### src/lsr_pkg.sv
// Shared types and constants for the line segment rasterizer.
// Depends on nothing; used by lsr_cfg_regs and line_segment_rasterizer.
package lsr_pkg;

    localparam int FRAME_W = 12;
    localparam int COLOR_W = 24;
    localparam int PIX_W   = 11;
    localparam int ADDR_W  = 4;
    localparam int DATA_W  = 32;
    localparam int IDX_W   = 2;

    // Largest column or row the pixel outputs can carry.
    localparam int PIX_MAX = 2047;

    localparam logic [FRAME_W-1:0] FRAME_WIDTH_RST  = 12'd640;
    localparam logic [FRAME_W-1:0] FRAME_HEIGHT_RST = 12'd480;
    localparam logic [COLOR_W-1:0] PIXEL_COLOR_RST  = 24'hFF_FFFF;

    // Register indexes; the byte address is four times the index.
    localparam logic [IDX_W-1:0] REG_FRAME_WIDTH  = 2'd0;
    localparam logic [IDX_W-1:0] REG_FRAME_HEIGHT = 2'd1;
    localparam logic [IDX_W-1:0] REG_PIXEL_COLOR  = 2'd2;

    localparam logic ACT_LOAD = 1'b0;
    localparam logic ACT_STEP = 1'b1;

    typedef struct packed {
        logic [FRAME_W-1:0] frame_width;
        logic [FRAME_W-1:0] frame_height;
        logic [COLOR_W-1:0] pixel_color;
    } cfg_t;

endpackage

### src/lsr_cfg_regs.sv
// APB-style configuration registers of the line segment rasterizer.
// Depends on lsr_pkg for register indexes, reset values and cfg_t.
module lsr_cfg_regs
(
    input  logic                        clk,
    input  logic                        rst_n,
    input  logic                        psel,
    input  logic                        penable,
    input  logic                        pwrite,
    input  logic [lsr_pkg::ADDR_W-1:0]  paddr,
    input  logic [lsr_pkg::DATA_W-1:0]  pwdata,
    output logic [lsr_pkg::DATA_W-1:0]  prdata,
    output logic                        pready,
    output lsr_pkg::cfg_t               cfg
);

    lsr_pkg::cfg_t              cfg_reg;
    logic [lsr_pkg::IDX_W-1:0]  reg_idx;
    logic                       wr_en;

    assign pready  = 1'b1;
    assign reg_idx = paddr[lsr_pkg::ADDR_W-1:2];
    assign wr_en   = psel && penable && pwrite && pready;
    assign cfg     = cfg_reg;

    always_ff @(posedge clk or negedge rst_n)
    begin
        if (!rst_n)
        begin
            cfg_reg.frame_width  <= lsr_pkg::FRAME_WIDTH_RST;
            cfg_reg.frame_height <= lsr_pkg::FRAME_HEIGHT_RST;
            cfg_reg.pixel_color  <= lsr_pkg::PIXEL_COLOR_RST;
        end
        else if (wr_en)
        begin
            unique case (reg_idx)
                lsr_pkg::REG_FRAME_WIDTH:
                begin
                    cfg_reg.frame_width <= pwdata[lsr_pkg::FRAME_W-1:0];
                end
                lsr_pkg::REG_FRAME_HEIGHT:
                begin
                    cfg_reg.frame_height <= pwdata[lsr_pkg::FRAME_W-1:0];
                end
                lsr_pkg::REG_PIXEL_COLOR:
                begin
                    cfg_reg.pixel_color <= pwdata[lsr_pkg::COLOR_W-1:0];
                end
                default:
                begin
                    // Writes beyond the register list are dropped.
                end
            endcase
        end
    end

    always_comb
    begin
        unique case (reg_idx)
            lsr_pkg::REG_FRAME_WIDTH:
                prdata = {{(lsr_pkg::DATA_W-lsr_pkg::FRAME_W){1'b0}}, cfg_reg.frame_width};
            lsr_pkg::REG_FRAME_HEIGHT:
                prdata = {{(lsr_pkg::DATA_W-lsr_pkg::FRAME_W){1'b0}}, cfg_reg.frame_height};
            lsr_pkg::REG_PIXEL_COLOR:
                prdata = {{(lsr_pkg::DATA_W-lsr_pkg::COLOR_W){1'b0}}, cfg_reg.pixel_color};
            default:
                prdata = '0;
        endcase
    end

endmodule

### src/line_segment_rasterizer.sv
// First-octant line rasterizer: a load request stores a segment, and each step request
// walks one column and yields the pixel on it, or nothing when it is off the frame or no
// segment is active. The error accumulator add, compare and subtract are combinational,
// so a request is accepted in every cycle while the output register is empty or being
// drained, and its pixel appears on the outputs in the cycle after it is accepted.
// Depends on lsr_pkg and lsr_cfg_regs.
module line_segment_rasterizer
#(
    parameter int COORD_BITS = 12
)
(
    input  logic                             clk,
    input  logic                             rst_n,
    input  logic                             psel,
    input  logic                             penable,
    input  logic                             pwrite,
    input  logic [lsr_pkg::ADDR_W-1:0]       paddr,
    input  logic [lsr_pkg::DATA_W-1:0]       pwdata,
    output logic [lsr_pkg::DATA_W-1:0]       prdata,
    output logic                             pready,
    input  logic                             in_valid,
    output logic                             in_ready,
    input  logic                             action,
    input  logic signed [COORD_BITS-1:0]     start_x,
    input  logic signed [COORD_BITS-1:0]     start_y,
    input  logic signed [COORD_BITS-1:0]     end_x,
    input  logic signed [COORD_BITS-1:0]     end_y,
    output logic                             out_valid,
    input  logic                             out_ready,
    output logic [lsr_pkg::PIX_W-1:0]        pixel_x,
    output logic [lsr_pkg::PIX_W-1:0]        pixel_y,
    output logic [lsr_pkg::COLOR_W-1:0]      color_out,
    output logic                             last_pixel
);

    localparam int CW    = COORD_BITS;
    localparam int CMP_W = ((CW > lsr_pkg::FRAME_W) ? CW : lsr_pkg::FRAME_W) + 1;

    lsr_pkg::cfg_t cfg;

    lsr_cfg_regs u_cfg
    (
        .clk     (clk),
        .rst_n   (rst_n),
        .psel    (psel),
        .penable (penable),
        .pwrite  (pwrite),
        .paddr   (paddr),
        .pwdata  (pwdata),
        .prdata  (prdata),
        .pready  (pready),
        .cfg     (cfg)
    );

    logic signed [CW-1:0]       cur_x_reg, cur_x_next;
    logic signed [CW-1:0]       cur_y_reg, cur_y_next;
    logic signed [CW-1:0]       stop_x_reg, stop_x_next;
    logic [CW-1:0]              delta_x_reg, delta_x_next;
    logic [CW-1:0]              delta_y_reg, delta_y_next;
    logic [CW-1:0]              error_acc_reg, error_acc_next;
    logic                       active_reg, active_next;

    logic                       out_valid_reg, out_valid_next;
    logic [lsr_pkg::PIX_W-1:0]  pixel_x_reg;
    logic [lsr_pkg::PIX_W-1:0]  pixel_y_reg;
    logic [lsr_pkg::COLOR_W-1:0] color_out_reg;
    logic                       last_pixel_reg;

    logic                       in_fire;
    logic                       load_fire;
    logic                       step_fire;
    logic signed [CW:0]         span_x;
    logic signed [CW:0]         span_y;
    logic                       octant_ok;
    logic                       last_col;
    logic [CMP_W-1:0]           x_ext;
    logic [CMP_W-1:0]           y_ext;
    logic                       in_frame;
    logic                       emit;
    logic [CW:0]                err_sum;
    logic                       err_wrap;

    assign in_ready  = !out_valid_reg || out_ready;
    assign in_fire   = in_valid && in_ready;
    assign load_fire = in_fire && (action == lsr_pkg::ACT_LOAD);
    assign step_fire = in_fire && (action == lsr_pkg::ACT_STEP);

    assign span_x    = {end_x[CW-1], end_x} - {start_x[CW-1], start_x};
    assign span_y    = {end_y[CW-1], end_y} - {start_y[CW-1], start_y};
    assign octant_ok = (end_x > start_x) && (end_y > start_y) && (span_x > span_y);

    assign last_col  = (cur_x_reg >= stop_x_reg);

    // Coordinates are only looked at unsigned once the sign bit is known clear.
    assign x_ext    = {{(CMP_W-CW){1'b0}}, cur_x_reg};
    assign y_ext    = {{(CMP_W-CW){1'b0}}, cur_y_reg};
    assign in_frame = !cur_x_reg[CW-1] && !cur_y_reg[CW-1]
                   && (x_ext < {{(CMP_W-lsr_pkg::FRAME_W){1'b0}}, cfg.frame_width})
                   && (y_ext < {{(CMP_W-lsr_pkg::FRAME_W){1'b0}}, cfg.frame_height})
                   && (x_ext <= CMP_W'(lsr_pkg::PIX_MAX))
                   && (y_ext <= CMP_W'(lsr_pkg::PIX_MAX));
    assign emit     = step_fire && active_reg && in_frame;

    // error_acc stays below delta_x, so one conditional subtract restores it.
    assign err_sum  = {1'b0, error_acc_reg} + {1'b0, delta_y_reg};
    assign err_wrap = (err_sum >= {1'b0, delta_x_reg});

    always_comb
    begin
        cur_x_next     = cur_x_reg;
        cur_y_next     = cur_y_reg;
        stop_x_next    = stop_x_reg;
        delta_x_next   = delta_x_reg;
        delta_y_next   = delta_y_reg;
        error_acc_next = error_acc_reg;
        active_next    = active_reg;

        if (load_fire)
        begin
            active_next = octant_ok;
            if (octant_ok)
            begin
                cur_x_next     = start_x;
                cur_y_next     = start_y;
                stop_x_next    = end_x;
                delta_x_next   = span_x[CW-1:0];
                delta_y_next   = span_y[CW-1:0];
                error_acc_next = '0;
            end
        end
        else if (step_fire && active_reg)
        begin
            if (last_col)
            begin
                active_next = 1'b0;
            end
            else
            begin
                cur_x_next = cur_x_reg + CW'(1);
                if (err_wrap)
                begin
                    error_acc_next = CW'(err_sum - {1'b0, delta_x_reg});
                    cur_y_next     = cur_y_reg + CW'(1);
                end
                else
                begin
                    error_acc_next = err_sum[CW-1:0];
                end
            end
        end
    end

    always_comb
    begin
        if (emit)
        begin
            out_valid_next = 1'b1;
        end
        else if (out_ready)
        begin
            out_valid_next = 1'b0;
        end
        else
        begin
            out_valid_next = out_valid_reg;
        end
    end

    always_ff @(posedge clk or negedge rst_n)
    begin
        if (!rst_n)
        begin
            cur_x_reg     <= '0;
            cur_y_reg     <= '0;
            stop_x_reg    <= '0;
            delta_x_reg   <= '0;
            delta_y_reg   <= '0;
            error_acc_reg <= '0;
            active_reg    <= 1'b0;
            out_valid_reg <= 1'b0;
        end
        else
        begin
            cur_x_reg     <= cur_x_next;
            cur_y_reg     <= cur_y_next;
            stop_x_reg    <= stop_x_next;
            delta_x_reg   <= delta_x_next;
            delta_y_reg   <= delta_y_next;
            error_acc_reg <= error_acc_next;
            active_reg    <= active_next;
            out_valid_reg <= out_valid_next;
        end
    end

    always_ff @(posedge clk)
    begin
        if (emit)
        begin
            pixel_x_reg    <= x_ext[lsr_pkg::PIX_W-1:0];
            pixel_y_reg    <= y_ext[lsr_pkg::PIX_W-1:0];
            color_out_reg  <= cfg.pixel_color;
            last_pixel_reg <= last_col;
        end
    end

    assign out_valid  = out_valid_reg;
    assign pixel_x    = pixel_x_reg;
    assign pixel_y    = pixel_y_reg;
    assign color_out  = color_out_reg;
    assign last_pixel = last_pixel_reg;

    // While a segment is active, the accumulator holds the remainder of the slope fraction.
    a_err_below_dx: assert property (@(posedge clk) disable iff (!rst_n)
        active_reg |-> (error_acc_reg < delta_x_reg))
        else $error("error accumulator reached delta_x");

    // The walk never passes the end column.
    a_x_not_past_end: assert property (@(posedge clk) disable iff (!rst_n)
        active_reg |-> (cur_x_reg <= stop_x_reg))
        else $error("current column beyond segment end");

    // A fresh segment starts with a clean accumulator.
    a_load_clears_err: assert property (@(posedge clk) disable iff (!rst_n)
        (load_fire && octant_ok) |=> (active_reg && error_acc_reg == '0))
        else $error("load did not start a clean segment");

    // A load never produces a pixel.
    a_load_no_pixel: assert property (@(posedge clk) disable iff (!rst_n)
        (load_fire && !(out_valid_reg && !out_ready)) |=> !out_valid_reg)
        else $error("pixel produced by a load request");

endmodule
### config.mk
export PLATFORM = sky130hd
export DESIGN_NAME = line_segment_rasterizer
export DESIGN_NICKNAME = d
export VERILOG_FILES = /design/src/lsr_pkg.sv /design/src/lsr_cfg_regs.sv /design/src/line_segment_rasterizer.sv
export SDC_FILE = /design/constraint.sdc
export NUM_CORES = 1
export LEC_CHECK = 0
export ABC_AREA = 0
export BUFFER_PORTS_ARGS = -buffer_cell sky130_fd_sc_hd__buf_2
export CORE_MARGIN = 1
export CORE_UTILIZATION = 50
export DETAILED_ROUTE_END_ITERATION = 7
export GPL_TIMING_DRIVEN = 0
export PLACE_DENSITY_LB_ADDON = 0.15
export SETUP_SLACK_MARGIN = 0.1
export SLEW_MARGIN = 20
export SYNTH_ARGS = -nofsm -noshare
export SYNTH_HDL_FRONTEND = slang
export SYNTH_SLANG_ARGS = --single-unit
### constraint.sdc
create_clock -name clk -period 9.3 [get_ports clk]
set_input_delay 0.93 -clock clk [delete_from_list [all_inputs] [get_ports clk]]
set_output_delay 0.93 -clock clk [all_outputs]
set_load 0.03 [all_outputs]
After elaboration in Yosys (flattened, before gate mapping)

Cells that the tools add are included.

Logic and storage cells: 85
Bits in registers: 169

Reductions and logical operators: 30
Equality and inequality tests: 4
$add $sub $neg: 6
Bitwise operators: 1
Magnitude comparators: 9
Multiplexer cells: 20

Operators by type and width:

| operator                                                                | number |
|---|---|
| 12-bit two-way mux                                                      | 14 |
| 24-bit case mux with 3 select lines                                     | 1 |
| 12-bit by 12-bit subtractor with 13-bit output                          | 2 |
| 12-bit by 2-bit adder with 12-bit output, second input constant         | 2 |
| 12-bit > comparator                                                     | 2 |
| 12-bit by 11-bit <= comparator with 1-bit output, second input constant | 2 |
| 12-bit less-than comparator                                             | 2 |
| 1-bit logical AND                                                       | 14 |
| 12-bit by 12-bit adder with 13-bit output                               | 1 |
| 13-bit by 12-bit >= comparator with 1-bit output                        | 1 |
| 13-bit > comparator                                                     | 1 |
| 12-bit >= comparator                                                    | 1 |
| 12-bit subtractor                                                       | 1 |
| 2-bit AND reduction                                                     | 5 |
| 2-bit nonzero test                                                      | 4 |
| 1-bit two-way mux                                                       | 5 |
| 4-bit AND reduction                                                     | 1 |
| 1-bit logical NOT                                                       | 3 |
| 3-bit AND reduction                                                     | 1 |
| 2-bit by 1-bit equality test with 1-bit output, second input constant   | 1 |
| 2-bit equality test, second input constant                              | 1 |
| 2-bit logical NOT                                                       | 1 |
| 2-bit by 1-bit != test with 1-bit output, second input constant         | 1 |
| 2-bit != test, second input constant                                    | 1 |
| 2 further kinds                                                         | 2 |

Logic depth before layout (Yosys ltp)

Gate-level depths: netlist of run 1.

Depth in word-level cells: 8
Mapped depth: 22

Hierarchy

Synthesis of run 1 repeated with hierarchy kept, for this count alone.

Cell total of the unflattened synthesis: 1,014
Area total of the unflattened synthesis: 10,493.8 um^2

Modules (own cells, without submodules):

| module                  | instances | area each (um^2) | cells an instance | seq. area each (um^2) |
|---|---|---|---|---|
| line_segment_rasterizer | 1         | 8,199.1          | 844               | 3,263.1 |
| lsr_cfg_regs            | 1         | 2,294.7          | 170               | 1,238.7 |

Least setup slack after synthesis of run 1

Ideal clock, no wire load.

Kind: input to register
From: in out_ready
To: reg color_out_reg, in the netlist color_out[0] (enable)
Path slack: 3,804 ps
Arrival time: 4,986 ps
Cell stages on the path: 5
Path buffers: 0
Library setup time: 510 ps
Path through: nand2b_2 -> nand2_1 -> nor2_1 -> nand4_1 -> nor3_1

Longest elaborated chain between the ends: 5

RTL lines:

| item                           | line                           | RTL |
|---|---|---|
| from (decl)                    | line_segment_rasterizer.sv:29  | `input logic out_ready,` |
| 1-bit logical OR               | line_segment_rasterizer.sv:83  | `assign in_ready = !out_valid_reg \|\| out_ready;` |
| 1-bit logical AND              | line_segment_rasterizer.sv:84  | `assign in_fire = in_valid && in_ready;` |
| 1-bit logical AND              | line_segment_rasterizer.sv:86  | `assign step_fire = in_fire && (action == lsr_pkg::ACT_STEP);` |
| 1-bit logical AND (2 in a row) | line_segment_rasterizer.sv:102 | `assign emit = step_fire && active_reg && in_frame;` |
| named net emit                 | line_segment_rasterizer.sv:79  | `logic emit;` |
| to (signal assigned)           | line_segment_rasterizer.sv:201 | `color_out_reg <= cfg.pixel_color;` |
| to (decl)                      | line_segment_rasterizer.sv:66  | `logic [lsr_pkg::COLOR_W-1:0] color_out_reg;` |

The timed path passes the listed nets, and every way through them passes these cells.
A chain may end at the register's enable or synchronous reset.

Worst setup path in the final report of run 1

From: in end_y[0]
To: reg cur_y_reg[1]

Longest elaborated chain between the ends: 5
Elaborated cells between the ends (all ways): 7
Those cells by class: add/sub: 1; order compare: 2; eq/ne: 1; reduce/logical: 3

RTL lines:

| item                                                                                  | line                                                         | RTL |
|---|---|---|
| from (decl)                                                                           | line_segment_rasterizer.sv:27                                | `input logic signed [COORD_BITS-1:0] end_y,` |
| 12-bit by 12-bit subtractor with 13-bit output or 12-bit > comparator (tied branches) | line_segment_rasterizer.sv:89, line_segment_rasterizer.sv:90 |  |
| 13-bit > comparator or 1-bit logical AND (tied branches)                              | line_segment_rasterizer.sv:90                                | `assign octant_ok = (end_x > start_x) && (end_y > start_y) && (span_x > span_y);` |
| 1-bit logical AND *                                                                   | line_segment_rasterizer.sv:90                                |  |
| 2-bit by 1-bit != test with 1-bit output (no line) *                                  | -                                                            |  |
| 4-bit AND reduction (no line) *                                                       | -                                                            |  |
| to (signal assigned)                                                                  | line_segment_rasterizer.sv:185                               | `cur_y_reg <= cur_y_next;` |
| to (decl)                                                                             | line_segment_rasterizer.sv:56                                | `logic signed [CW-1:0] cur_y_reg, cur_y_next;` |

Mark *: on every way between the ends. The rest lies on a longest branch, timed or not.

==> results of run 1 <==
==> routing by layer <==
| metal | GRT usage (%) | up-vias |
|---|---|---|
| met4 | 7.99 | 0 |
| li1 | - | 4138 |
| met5 | 0 | - |
| met2 | 41.3 | 340 |
| met3 | 4.41 | 38 |
| met1 | 37.3 | 4035 |
==> how the worst min path moves through the flow <==
| stage | depth (start not counted) | from | end | slack [ns] |
|---|---|---|---|---|
| after floorplan | 0 | cur_y_reg[10] | pixel_y[10] | 0.45 |
| after global placement | 0 | cur_y_reg[10] | pixel_y[10] | 0.47 |
| after detailed placement | 1 | error_acc_reg[9] | error_acc_reg[9] | 0.48 |
| after CTS | 1 | rst_n | u_cfg.cfg[39] | 0.46 |
| after global routing | 1 | rst_n | u_cfg.cfg[39] | 0.48 |
| final | 1 | rst_n | u_cfg.cfg[39] | 0.45 |
==> per-stage QoR <==
step | std cells | power (mW) | worst slack, ns
2_1_floorplan | 1055 | 2.69 | 3.80
3_3_place_gp | 1478 | 3.13 | 1.74
3_5_place_dp | 1484 | 3.16 | 3.81
4_1_cts | 1516 | 3.92 | 4.23
5_1_grt | 1516 | 4.21 | 3.89
6_report | 1516 | 3.92 | 4.20
==> layout make-up <==
cell class / instances / area [um^2] / share of cell area [%]
buffer: 39 / 213 / 1.71
inverter: 111 / 417 / 3.35
sequential: 169 / 4500 / 36.2
clock inverter: 14 / 183 / 1.47
multi-input combinational: 736 / 5520 / 44.3
clock buffer: 18 / 429 / 3.45
tap: 270 / 338 / 2.72
timing repair buffer: 159 / 841 / 6.76
==> cell usage in the layout, fill, tap and decap left out, types with 10 or more instances in the layout <==
cell / instances
clkbuf_1: 20
buf_4: 16
dfrtp_1: 92
nand4_1: 21
xnor2_1: 26
edfxtp_1: 47
nor2b_1: 14
o21ai_0: 84
ha_1: 97
a22oi_1: 12
nand2_1: 85
o2bb2ai_1: 10
a21o_1: 16
inv_1: 110
clkbuf_16: 17
nor2_1: 32
o22ai_1: 15
dfstp_2: 30
nor3_1: 19
mux2_2: 53
a21oi_1: 54
mux2i_1: 22
nand3_1: 16
o21a_1: 11
buf_2: 157
and2_1: 13
==> power by group through the flow <==
stage,Clock (mW),Combinational (mW),Sequential (mW)
after floorplan,0,1.56,1.12
after global placement,0,1.94,1.19
after detailed placement,0,1.96,1.20
after CTS,0.757,1.98,1.19
after global routing,0.790,2.21,1.22
final,0.746,1.99,1.19
==> cell families after synthesis <==
logic type / share of synthesized area (%)
AOI/OAI and AO/OA: 17.6
buffers and inverters: 5.93
DFF: 42.4
muxes: 7.91
and+or+nand+nor: 11.1
other: 0.0707
adders and majority gates: 12.2
xor gates and xnor gates: 2.81
==> metrics.csv, run 1 <==
stage,metric,value,unit
global_route,antenna_found_initial,0,
placed_design,dp_hpwl,21900,um
power_and_ir_drop,powerDensity,316,nW/um^2
global_route,gr-total-overflow,0,
sta,slew-limit-headroom,47.2,%
detailed_routing,routed_wl,27800,um
floorplanning,io-pin-count,174,
detailed_routing,avgRoutedWirePerCell,18.4,um
critical_path,critPathSlowestCell,a211oi_4,
power_and_ir_drop,irDropWorstVdd,0.000172,V
layout,syn2layout_area_growth,17.2,%
logic_synthesis,synth_warnings,0,
power_and_ir_drop,swShare,42.1,%
placed_design,place_area,11800,um^2
floorplanning,core_area,20500,um^2
global_route,grt_pass1_wl,43800,um
sta,finClkSkew,0.0168,ns
power_and_ir_drop,switchingPower,1.65,mW
logic_synthesis,synthFlopType,dfrtp_1,
critical_path,critical_path.cell_chain,buf_2 -> inv_1 -> ha_1 -> inv_1 -> fa_1 -> a21o_1 -> a21oi_1 -> o211ai_1 -> a21o_1 -> a21o_1 -> xnor2_1 -> ha_1 -> nand4_1 -> nor4_1 -> a31oi_1 -> o31a_1 -> o211ai_1 -> a211oi_4 -> o21a_1 -> mux2_1,
critical_path,crit_end,cur_y_reg[1],
critical_path,cp-end-kind,flip-flop,
detailed_routing,dr.pass1.iters,5,
critical_path,arrival,5.41,ns
cts,postCtsSetupBuffers,0,
logic_synthesis,synthCells,1048,
detailed_routing,dr_wl_met3,1850,um
sta,tns,0,ns
cts,cts_hold_buffers,0,
cts,cts_buffer_depth,2,
layout,fillers,1821,
logic_synthesis,async_flop_share,72.2,%
critical_path,worst_r2r_path_depth,15,
power_and_ir_drop,seqPwrFrac,30.3,%
cts,cts.htree.levels,4,
logic_synthesis,synth_common_cells,"inv_1, ha_1, dfrtp_1",
critical_path,cp-start-kind,input pin,
cts,cts_root_buf,clkbuf_16,
floorplanning,core.rowCount,52,
critical_path,startpoint,end_y[0],
logic_synthesis,synth_top_area_share,21.7,%
critical_path,cp_common_cell,a21o_1,
floorplanning,die_area,21800,um^2
critical_path,crit_family,compound AO/OA/AOI/OAI gates,
detailed_routing,drtAntennaViolNets,0,
logic_synthesis,ys_top_cells_by_area,"dfrtp_1, edfxtp_1, ha_1, dfstp_2, mux2_2",
logic_synthesis,yosysTopAreaCell,dfrtp_1,
critical_path,reg2reg_from,error_acc_reg[0],
critical_path,worst-endpoint-required,9.61,ns
floorplanning,die_y,148,um
sta,fmax,0.196,GHz
sta,slew_violations,0,
logic_synthesis,syn_area_per_cell,10.1,um^2
critical_path,critPathBufInv,3,
power_and_ir_drop,p_clk_share,19.0,%
sta,setup_violations,0,
detailed_routing,dr_wl_met2,12600,um
detailed_routing,drtIter0Drc,537,
placed_design,port_buffers,153,
detailed_routing,via_count,8551,
power_and_ir_drop,internal-power,2.27,mW
cts,cts_made_buffers,17,
layout,layout-drive-gt1-share,25.3,%
critical_path,rrSetupSlack,5.23,ns
floorplanning,fp.dieW,148,um
logic_synthesis,yosysUniqueCellTypes,81,
layout,final_cell_area,12400,um^2
min_path,holdCritPathClass,in -> async,
critical_path,critPathMaxFanout,10,
global_route,grt_pass1_vias,8055,
logic_synthesis,synth_edf_count,47,
cts,cts_resized,0,
sta,hold_viol,0,
logic_synthesis,yosysMostFrequentCell,inv_1,
detailed_routing,drcViolationCount,0,
cts,cts_tree,built,
floorplanning,initial_utilization,51.8,%
placed_design,gp_congestion,0.958,
logic_synthesis,ys_ff_latch,169,
critical_path,critPathKind,in -> reg,
cts,clkTransAtPathRegs,0.07,ns
run_status,status,"complete, no violations",
cts,clk_latency,0.44,ns
power_and_ir_drop,power_leakage,5.70,nW
power_and_ir_drop,combPwrFrac,50.7,%
critical_path,worst-path-stages,20,
flow_run,drv_cap,0,
cts,cts_num_sinks,169,
layout,nets,1426,
sta,fin_crit_sh,54.9,%
detailed_routing,top_layer,met4,
global_route,grt_max_degree,71,
sta,fin_crit,5.10,ns
global_route,track_usage,26.3,%
layout,n_antenna_cell,0,
layout,post-route-util,60.7,%
critical_path,slowest_delay,0.60,ns
layout,largest_reg_flops,48,
sta,rsz0062_at_grt,false,
critical_path,rr_endpoint,cur_y_reg[1],
logic_synthesis,syn-cell-area,10600,um^2
detailed_routing,wl_met1,12800,um
sta,tightest_slew,0.792,ns
detailed_routing,drt-vias-per-instance,5.64,
sta,holdWs,0.449,ns
logic_synthesis,ys_seq_area_share,42.4,%
Power figures use the tool's default switching activity.
==> run 2: changes to the inputs <==
==> constraint.sdc (replaced) <==
create_clock -name clk -period 4.4 [get_ports clk]
set_input_delay 0.44 -clock clk [delete_from_list [all_inputs] [get_ports clk]]
set_output_delay 0.44 -clock clk [all_outputs]
set_load 0.03 [all_outputs]
==> run 2 against run 1 <==
Compared with the run above: cell area grew 1.7%; final cell count rose by 0.79%; flip-flop and latch count unchanged; clock skew down 0.0043 ns; sequential share of layout area fell by 0.60 points; highest routed layer is now met5; largest power group unchanged; register-to-register slack got worse by 4.8 ns; worst hold slack worse by 0.21 ns; critical path depth is 1 higher; wire length up 3.2%; largest cell class unchanged; die area is the same; combinational power is 120% higher.
==> metrics.csv, run 2 (synthesis gave the netlist of run 1 again) <==
stage,metric,value,unit
run_status,status,"complete, no violations",
critical_path,critPathMaxFanout,3,
cts,clk_latency,0.43,ns
placed_design,dpl_worst_slack,-0.634,ns
layout,layout-drive-gt1-share,27.3,%
detailed_routing,drtAntennaViolNets,0,
flow_run,drv_cap,0,
floorplanning,fp.dieW,148,um
global_route,gr-total-overflow,0,
critical_path,critPathSlowestCell,fa_1,
placed_design,dp_hpwl,22200,um
sta,rsz0062_at_grt,false,
critical_path,cp-start-kind,input pin,
critical_path,cp_common_cell,a21o_1,
layout,n_antenna_cell,0,
detailed_routing,routed_wl,28700,um
layout,largest_reg_flops,48,
sta,setup_violations,0,
placed_design,gp_congestion,0.935,
cts,cts_buffer_depth,2,
layout,final_cell_mix,"buf_2, inv_1, ha_1, dfrtp_1, nand2_1",
critical_path,arrival,4.40,ns
sta,tightest_slew,0.782,ns
min_path,holdCritPathClass,in -> reg,
detailed_routing,via_count,8733,
cts,cts_root_buf,clkbuf_16,
sta,slew_violations,0,
cts,cts.htree.levels,4,
sta,hold_viol,0,
min_path,hold_depth,2,
floorplanning,die_y,148,um
critical_path,cp-end-kind,flip-flop,
floorplanning,initial_utilization,51.8,%
placed_design,port_buffers,153,
global_route,grt_max_degree,65,
detailed_routing,drtIter0Drc,516,
sta,fin_crit_sh,92.9,%
layout,nets,1438,
critical_path,reg2reg_from,delta_y_reg[0],
layout,fillers,1761,
layout,final_common_cell,buf_2,
layout,fin_cells,1528,
detailed_routing,dr.pass1.iters,5,
global_route,grt_pass1_vias,8563,
global_route,grt_pass1_wl,46100,um
critical_path,critPathKind,in -> reg,
critical_path,rrSetupSlack,0.41,ns
cts,clkTransAtPathRegs,0.07,ns
sta,finClkSkew,0.0125,ns
power_and_ir_drop,irDropWorstVdd,0.000314,V
sta,fmax,0.245,GHz
critical_path,rr_endpoint,cur_y_reg[8],
global_route,antenna_found_initial,0,
sta,fin_crit,4.09,ns
detailed_routing,drt-vias-per-instance,5.72,
critical_path,critical_path.cell_chain,buf_2 -> inv_1 -> ha_2 -> inv_1 -> fa_1 -> a21o_1 -> a21oi_2 -> o211ai_1 -> a21o_1 -> a21o_1 -> xnor2_2 -> ha_1 -> nand4_1 -> nor4_2 -> a31oi_1 -> o31a_1 -> o211ai_1 -> a211o_2 -> buf_4 -> a21boi_4 -> mux2_1,
global_route,track_usage,27.5,%
cts,cts_tree,built,
floorplanning,core.rowCount,52,
critical_path,worst-endpoint-required,4.71,ns
detailed_routing,avgRoutedWirePerCell,18.8,um
floorplanning,io-pin-count,174,
sta,slew-limit-headroom,47.7,%
cts,cts_made_buffers,17,
min_path,holdPathEnd,u_cfg.cfg[20],
sta,setup_slack,0.312,ns
critical_path,worst_r2r_path_depth,16,
detailed_routing,drcViolationCount,0,
floorplanning,die_area,21800,um^2
layout,syn2layout_area_growth,19.1,%
cts,cts_num_sinks,169,
min_path,hold_path_startpoint,pwdata[20],
layout,ff_latch_area,4500,um^2
floorplanning,core_area,20500,um^2
placed_design,dp.cells,1482,
sta,holdWs,0.234,ns
critical_path,slowest_delay,0.40,ns
power_and_ir_drop,powerDensity,661,nW/um^2
layout,multi_input_comb_area,5590,um^2
power_and_ir_drop,power_leakage,5.79,nW
-- run 2: worst max path at each step --
stage,startpoint,endpoint,slack (ns),cells past startpoint
2_1_floorplan,end_y[0],cur_y_reg[1],0.34,19
3_3_place_gp,end_y[0],cur_y_reg[1],-0.59,20
3_5_place_dp,end_y[0],cur_y_reg[1],-0.63,20
4_1_cts,start_y[1],active_reg,0.10,20
5_1_grt,end_y[0],cur_y_reg[6],0.10,21
6_report,end_y[0],cur_x_reg[1],0.31,21
-- run 2: power breakdown --
| part | switching [mW] | internal, mW |
|---|---|---|
| clock network | 0.732 | 0.759 |
| registers | 0.412 | 2.11 |
| logic | 2.45 | 1.90 |
| total | 3.60 | 4.77 |
-- run 2: metrics by stage --
stage / cell area (um^2) / util, % / power (mW) / TNS (ns)
2_1_floorplan: 10600 / - / 5.68 / 0
3_3_place_gp: 11800 / 57.3 / 6.62 / -55.39
3_5_place_dp: 11900 / 57.8 / 6.72 / -34.04
4_1_cts: 12500 / 61.2 / 8.27 / 0
5_1_grt: 12600 / 61.7 / 8.98 / 0
6_report: 12600 / 61.7 / 8.37 / 0
-- run 2: area by class of cell --
class,count,share of cell area [%]
clock inverter,15,1.30
sequential,169,35.6
buffer,38,1.73
clock buffer,17,3.36
inverter,111,3.29
tap,270,2.67
timing repair buffer,172,7.82
multi-input combinational,736,44.2
-- run 2: layer usage --
metal / vias to the layer above / share of wire (%) / GRT usage (%)
met3: 69 / 6.4 / 4.88
li1: 4169 / - / -
met1: 4146 / 45 / 36.9
met2: 347 / 45 / 43.7
met5: - / 0.22 / 2.27
met4: 2 / 3.3 / 11.3
-- run 2: repair_timing --
item,in CTS,in global routing
pin swaps,2,10
gates cloned,0,0
endpoints found under the setup margin,58,73
hold buffers,1,0
buffers inserted,6,8
endpoints found under the hold margin,37,0
resized for setup,6,18
-- run 2: critical path: cells and delay by family --
kind	cells	cell delay [ns]
mux	1	0.33
xor+xnor	1	0.15
compound gates	10	1.89
simple gates	2	0.25
buf+inv	4	0.39
fa+ha+maj	3	0.92
